$ cat src/rtl/dsdp_pkg.sv
// Package for the dual step/direction pulse generator.
// Holds the default speed width and the per-channel output struct.
package dsdp_pkg;

    // Default width of a signed speed target
    localparam int SPEED_WIDTH_DEF = 16;

    // Result of one tick for one channel
    typedef struct packed {
        logic step;
        logic dir;
    } chan_out_t;

endpackage

$ cat src/rtl/dsdp_channel.sv
// One step/direction channel: run state, tick counter, period threshold.
// Depends on dsdp_pkg for the output struct.
module dsdp_channel #(
    parameter int   SPEED_WIDTH = dsdp_pkg::SPEED_WIDTH_DEF,
    parameter logic INVERT      = 1'b0
) (
    input  logic                          clk,
    input  logic                          rst_n,
    input  logic                          advance,
    input  logic signed [SPEED_WIDTH-1:0] speed,
    output dsdp_pkg::chan_out_t           result
);

    localparam logic [SPEED_WIDTH-1:0] ONE = {{(SPEED_WIDTH-1){1'b0}}, 1'b1};

    logic                   halted_reg, halted_next;
    logic [SPEED_WIDTH-1:0] cnt_reg, cnt_next;
    logic [SPEED_WIDTH-1:0] thr_reg, thr_next;
    logic                   dir_reg, dir_next;

    logic                   neg;
    logic                   nonzero;
    logic [SPEED_WIDTH-1:0] raw;
    logic [SPEED_WIDTH-1:0] mag;
    logic                   dir_target;
    logic [SPEED_WIDTH-1:0] cnt_inc;

    // Decode the target: magnitude, sign and direction level
    always_comb
    begin
        raw        = speed;
        neg        = raw[SPEED_WIDTH-1];
        nonzero    = |raw;
        mag        = neg ? (~raw + ONE) : raw;
        dir_target = ~neg ^ INVERT;
        cnt_inc    = cnt_reg + ONE;
    end

    // Start, count, wrap, reload or stop
    always_comb
    begin
        halted_next = halted_reg;
        cnt_next    = cnt_reg;
        thr_next    = thr_reg;
        dir_next    = dir_reg;
        if (halted_reg)
        begin
            if (nonzero)
            begin
                halted_next = 1'b0;
                cnt_next    = '0;
                thr_next    = mag;
                dir_next    = dir_target;
            end
        end
        else
        begin
            cnt_next = cnt_inc;
            if (cnt_inc > thr_reg)
            begin
                cnt_next = '0;
                if (!nonzero)
                begin
                    halted_next = 1'b1;
                end
                else
                begin
                    thr_next = mag;
                    dir_next = dir_target;
                end
            end
        end
    end

    // Drive this tick's step and direction
    always_comb
    begin
        result.step = !halted_next && (cnt_next == ONE);
        result.dir  = dir_next;
    end

    // Advance channel state once per processed item
    always_ff @(posedge clk or negedge rst_n)
    begin
        if (!rst_n)
        begin
            halted_reg <= 1'b1;
            cnt_reg    <= '0;
            thr_reg    <= '0;
            dir_reg    <= 1'b0;
        end
        else if (advance)
        begin
            halted_reg <= halted_next;
            cnt_reg    <= cnt_next;
            thr_reg    <= thr_next;
            dir_reg    <= dir_next;
        end
    end

endmodule

$ cat src/rtl/dual_step_dir_pulse_generator_unit.sv
// Path: out_valid rises when the result reg takes the accepted item (input reg, then result reg).
// Throughput: one item per cycle unless stalled; the channel counter update is the only logic per stage.
// A stalled result holds while one more item waits in the input register.
// Reset (rst_n low, asynchronous): both channels stopped, counters, thresholds and
// direction levels zero, both pipeline stages empty.
module dual_step_dir_pulse_generator_unit #(
    parameter int SPEED_WIDTH = dsdp_pkg::SPEED_WIDTH_DEF
) (
    input  logic                          clk,
    input  logic                          rst_n,
    input  logic                          in_valid,
    output logic                          in_ready,
    input  logic signed [SPEED_WIDTH-1:0] speed_left,
    input  logic signed [SPEED_WIDTH-1:0] speed_right,
    output logic                          out_valid,
    input  logic                          out_ready,
    output logic                          step_left,
    output logic                          dir_left,
    output logic                          step_right,
    output logic                          dir_right
);

    logic                          in_valid_reg;
    logic signed [SPEED_WIDTH-1:0] speed_left_reg;
    logic signed [SPEED_WIDTH-1:0] speed_right_reg;
    logic                          out_valid_reg;
    dsdp_pkg::chan_out_t           left_reg;
    dsdp_pkg::chan_out_t           right_reg;

    logic                          out_free;
    logic                          advance;
    dsdp_pkg::chan_out_t           left_res;
    dsdp_pkg::chan_out_t           right_res;

    // Handshake: the result stage frees when empty or taken
    assign out_free = !out_valid_reg || out_ready;
    assign advance  = in_valid_reg && out_free;
    assign in_ready = !in_valid_reg || out_free;

    // Capture the incoming item
    always_ff @(posedge clk or negedge rst_n)
    begin
        if (!rst_n)
        begin
            in_valid_reg <= 1'b0;
        end
        else if (in_ready)
        begin
            in_valid_reg <= in_valid;
        end
    end

    always_ff @(posedge clk)
    begin
        if (in_ready && in_valid)
        begin
            speed_left_reg  <= speed_left;
            speed_right_reg <= speed_right;
        end
    end

    dsdp_channel #(
        .SPEED_WIDTH (SPEED_WIDTH),
        .INVERT      (1'b0)
    ) u_left (
        .clk     (clk),
        .rst_n   (rst_n),
        .advance (advance),
        .speed   (speed_left_reg),
        .result  (left_res)
    );

    dsdp_channel #(
        .SPEED_WIDTH (SPEED_WIDTH),
        .INVERT      (1'b1)
    ) u_right (
        .clk     (clk),
        .rst_n   (rst_n),
        .advance (advance),
        .speed   (speed_right_reg),
        .result  (right_res)
    );

    // Hold the result until taken
    always_ff @(posedge clk or negedge rst_n)
    begin
        if (!rst_n)
        begin
            out_valid_reg <= 1'b0;
        end
        else if (out_free)
        begin
            out_valid_reg <= in_valid_reg;
        end
    end

    always_ff @(posedge clk)
    begin
        if (advance)
        begin
            left_reg  <= left_res;
            right_reg <= right_res;
        end
    end

    assign out_valid  = out_valid_reg;
    assign step_left  = left_reg.step;
    assign dir_left   = left_reg.dir;
    assign step_right = right_reg.step;
    assign dir_right  = right_reg.dir;

endmodule

$ cat config.mk
export PLATFORM = sky130hd
export DESIGN_NAME = dual_step_dir_pulse_generator_unit
export DESIGN_NICKNAME = d
export VERILOG_FILES = /design/src/rtl/dsdp_pkg.sv /design/src/rtl/dsdp_channel.sv /design/src/rtl/dual_step_dir_pulse_generator_unit.sv
export SDC_FILE = /design/constraint.sdc
export NUM_CORES = 1
export LEC_CHECK = 0
export BUFFER_PORTS_ARGS = -buffer_cell sky130_fd_sc_hd__buf_2
export CAP_MARGIN = 40
export CELL_PAD_IN_SITES_DETAIL_PLACEMENT = 1
export CELL_PAD_IN_SITES_GLOBAL_PLACEMENT = 1
export CORE_ASPECT_RATIO = 1.5
export CORE_MARGIN = 4
export CORE_UTILIZATION = 35
export CTS_CLUSTER_DIAMETER = 150
export DETAILED_ROUTE_END_ITERATION = 10
export MAX_ROUTING_LAYER = met4
export PLACE_DENSITY_LB_ADDON = 0.12
export SYNTH_ARGS = -nofsm -noshare
export SYNTH_HDL_FRONTEND = slang
export SYNTH_SLANG_ARGS = --single-unit
export TNS_END_PERCENT = 1
$ cat constraint.sdc
create_clock -name clk -period 3.4 [get_ports clk]
set_clock_uncertainty 0.1 [all_clocks]
set_input_delay 0 -clock clk [delete_from_list [all_inputs] [get_ports clk]]
set_output_delay 0 -clock clk [all_outputs]
set_load 0.03 [all_outputs]
==> metrics <==
Crit path top cell by count=a211oi_2; Placer Congestion=0.847; die width=117 um; CP peak stage delay=0.47 ns; Clock Path Buffers=2; Die Footprint=20,100 um^2; sequential area share after synthesis=0.453; routed wl met3=193 um; vias=5,146; FILL cells=1,935; routed vias/inst=5.27; Top delay family on crit path=simple AND/OR/NAND/NOR gates; flop2flop setup slack=0.02 ns; final setup vio count=0; RSZ-0062 raised after global routing=yes; post-synth top area share=0.272; R2R depth=14; commonest cells in the netlist=dfrtp_1, nand2_1, inv_1; Crit path required time=3.52 ns; drt drc=0; # nets final=831; Stages on worst setup path=14; IO buf count=41; Detailed Route WL=18.1 mm; syn nets=687; ANT nets after route=0; Avg WL per Cell=18.5 um; row cnt=59; maximum fanout along the worst path=5; cell with the most instances after synthesis=dfrtp_1; max-cap viol count=0; leakage power=3.72 nW; IO Pins=42; initial antenna violation count=0; crit path time final=3.38 ns; area leader, netlist=dfrtp_1; Top FF cell, synth=dfrtp_1; starting density of the core=0.358; Place WS=-0.338 ns; area delta synth->final=32.1%; htree depth=3; CTS sink count=106; count of final hold-check violations=0; setup slack after layout=0.0178 ns; CP bufs+invs=2; total power after layout=0.00468 W; Worst-Margin Slew=0.698 ns; CTS tree=yes; vias in the first global route=5,654; Reg area=2840 um^2; Syn Area/Cell=10.2 um^2; Post-Syn Area=6260 um^2; synth top area cells=dfrtp_1, edfxtp_1, ha_1; worst min path class=in -> async; DR WL met2=10.8 mm; Initial DRT Pass Iterations=4; final critical-path share of the clock period=0.995; fraction of layout cells with a size suffix above 1=0.271; slowest CP cell=or4_4; Worst EP arrival=3.50 ns; Syn Inst Count=615; clock latency on the worst-skew pair=0.36 ns; Die Span Y=172 um; fin. max-slew vios=0; Yosys reg bits=106; uppermost routed layer=met4; post-layout util=0.472; ANT cells=0; Max Clock Freq=296 MHz; GRT Util Overall=0.195; Async SR Flop Fraction=0.660; crit-path cells=ha_4 > nand3_4 > nor2_4 > and3_1 > xor2_2 > ha_1 > nand4_1 > buf_4 > a211oi_2 > a211oi_2 > a31oi_4 > buf_6 > or4_4 > nor3_2; Post-synth EDFFs=36; post-route insts no fill=977; crit path capture type=flop; worst setup path category=reg -> reg; Max VDD drop=0.245 mV; area of the core=17,500 um^2; metal1 wirelength=6.68 mm; largest net degree at the start of global routing=33; status=finished clean; hpwl dp=13.5 mm; global-route wire length before repair=28.9 mm; Worst setup SP type=flop; Inserted Clock Buffers=9; clock slew at reported path FFs=0.08 ns; CTS root buffer=clkbuf_16; PD cells=567 nW/um^2; Iteration-0 DRC Markers=181; Netlist cell types=64; GRT overflow=0; Rel. slew slack=0.531; YS warnings=0; area of the multi-input gates=3390 um^2; placed insts=914
## area by class of cell
cell class              count  share of cell area
multi-input cells         430               0.411
well taps                 213              0.0322
clock inverters             7             0.00863
clock buffers               9              0.0273
flip-flops and latches    106               0.344
repair buffers            163               0.155
inverters                  49              0.0223
## layer usage
layer  track usage  vias up
met5             -        -
met4        0.0744        0
met3        0.0190       22
met2         0.378       39
met1         0.194     2583
li1              -     2502
## placed cells by master (no fill, tap or decap), types with 21 or more instances in the layout
| cell type | n |
|---|---|
| nor2_1 | 26 |
| inv_1 | 49 |
| buf_4 | 78 |
| ha_1 | 32 |
| dfrtp_1 | 65 |
| nand2_1 | 51 |
| mux2i_1 | 21 |
| xor2_1 | 22 |
| dlygate4sd3_1 | 36 |
| xnor2_1 | 22 |
| o21ai_0 | 22 |
| buf_2 | 41 |
| edfxtp_1 | 36 |
## repair_timing
item                                    CTS  global route
hold buffers                             36             0
hold endpoints to repair                 89             0
endpoints found under the setup margin   56            70
setup buffers                             7             4
pin swaps                                 4            18
gates resized for setup                  20            31
## power by group
group	switching (W)	internal, W
sequential	0.000163	0.00155
clock	0.000553	0.000519
combinational	0.00100	0.000896
total	0.00172	0.00296
## path summary, 6_finish.rpt
path,from,endpoint
worst max register to register,u_right.cnt_reg[1],step_right
worst max-delay path,u_right.cnt_reg[1],step_right
max in group asynchronous,rst_n,u_right.cnt_reg[2]
worst min register to register,in_valid_reg,out_valid
min in group clk,speed_right[9],speed_right_reg[9]
worst min-delay path,rst_n,u_left.thr_reg[9]
## metrics by stage
| stage | cell area [um^2] | hold slack, ns | setup TNS (ns) |
|---|---|---|---|
| after global routing | 8260 | 0.0750 | -3.54 |
| after global placement | 7230 | 0.0766 | -5.65 |
| final | 8260 | 0.0317 | 0 |
| after CTS | 8060 | 0.0240 | -0.0754 |
| after floorplan | 6310 | -0.396 | -0.0478 |
| after detailed placement | 7250 | -0.116 | -8.43 |
## kinds of logic (layout without fill, tap and decap cells)
kind of cell               Yosys count  in the layout  share of synthesized area
adders and majority gates           36             36                     0.0720
buffers and inverters               79            228                     0.0522
xor gates and xnor gates            52             52                     0.0728
DFF                                106            106                      0.453
muxes                               34             34                     0.0594
AOI/OAI and AO/OA                  113            113                      0.127
and+or+nand+nor                    195            195                      0.163
Power figures use the tool's default switching activity.
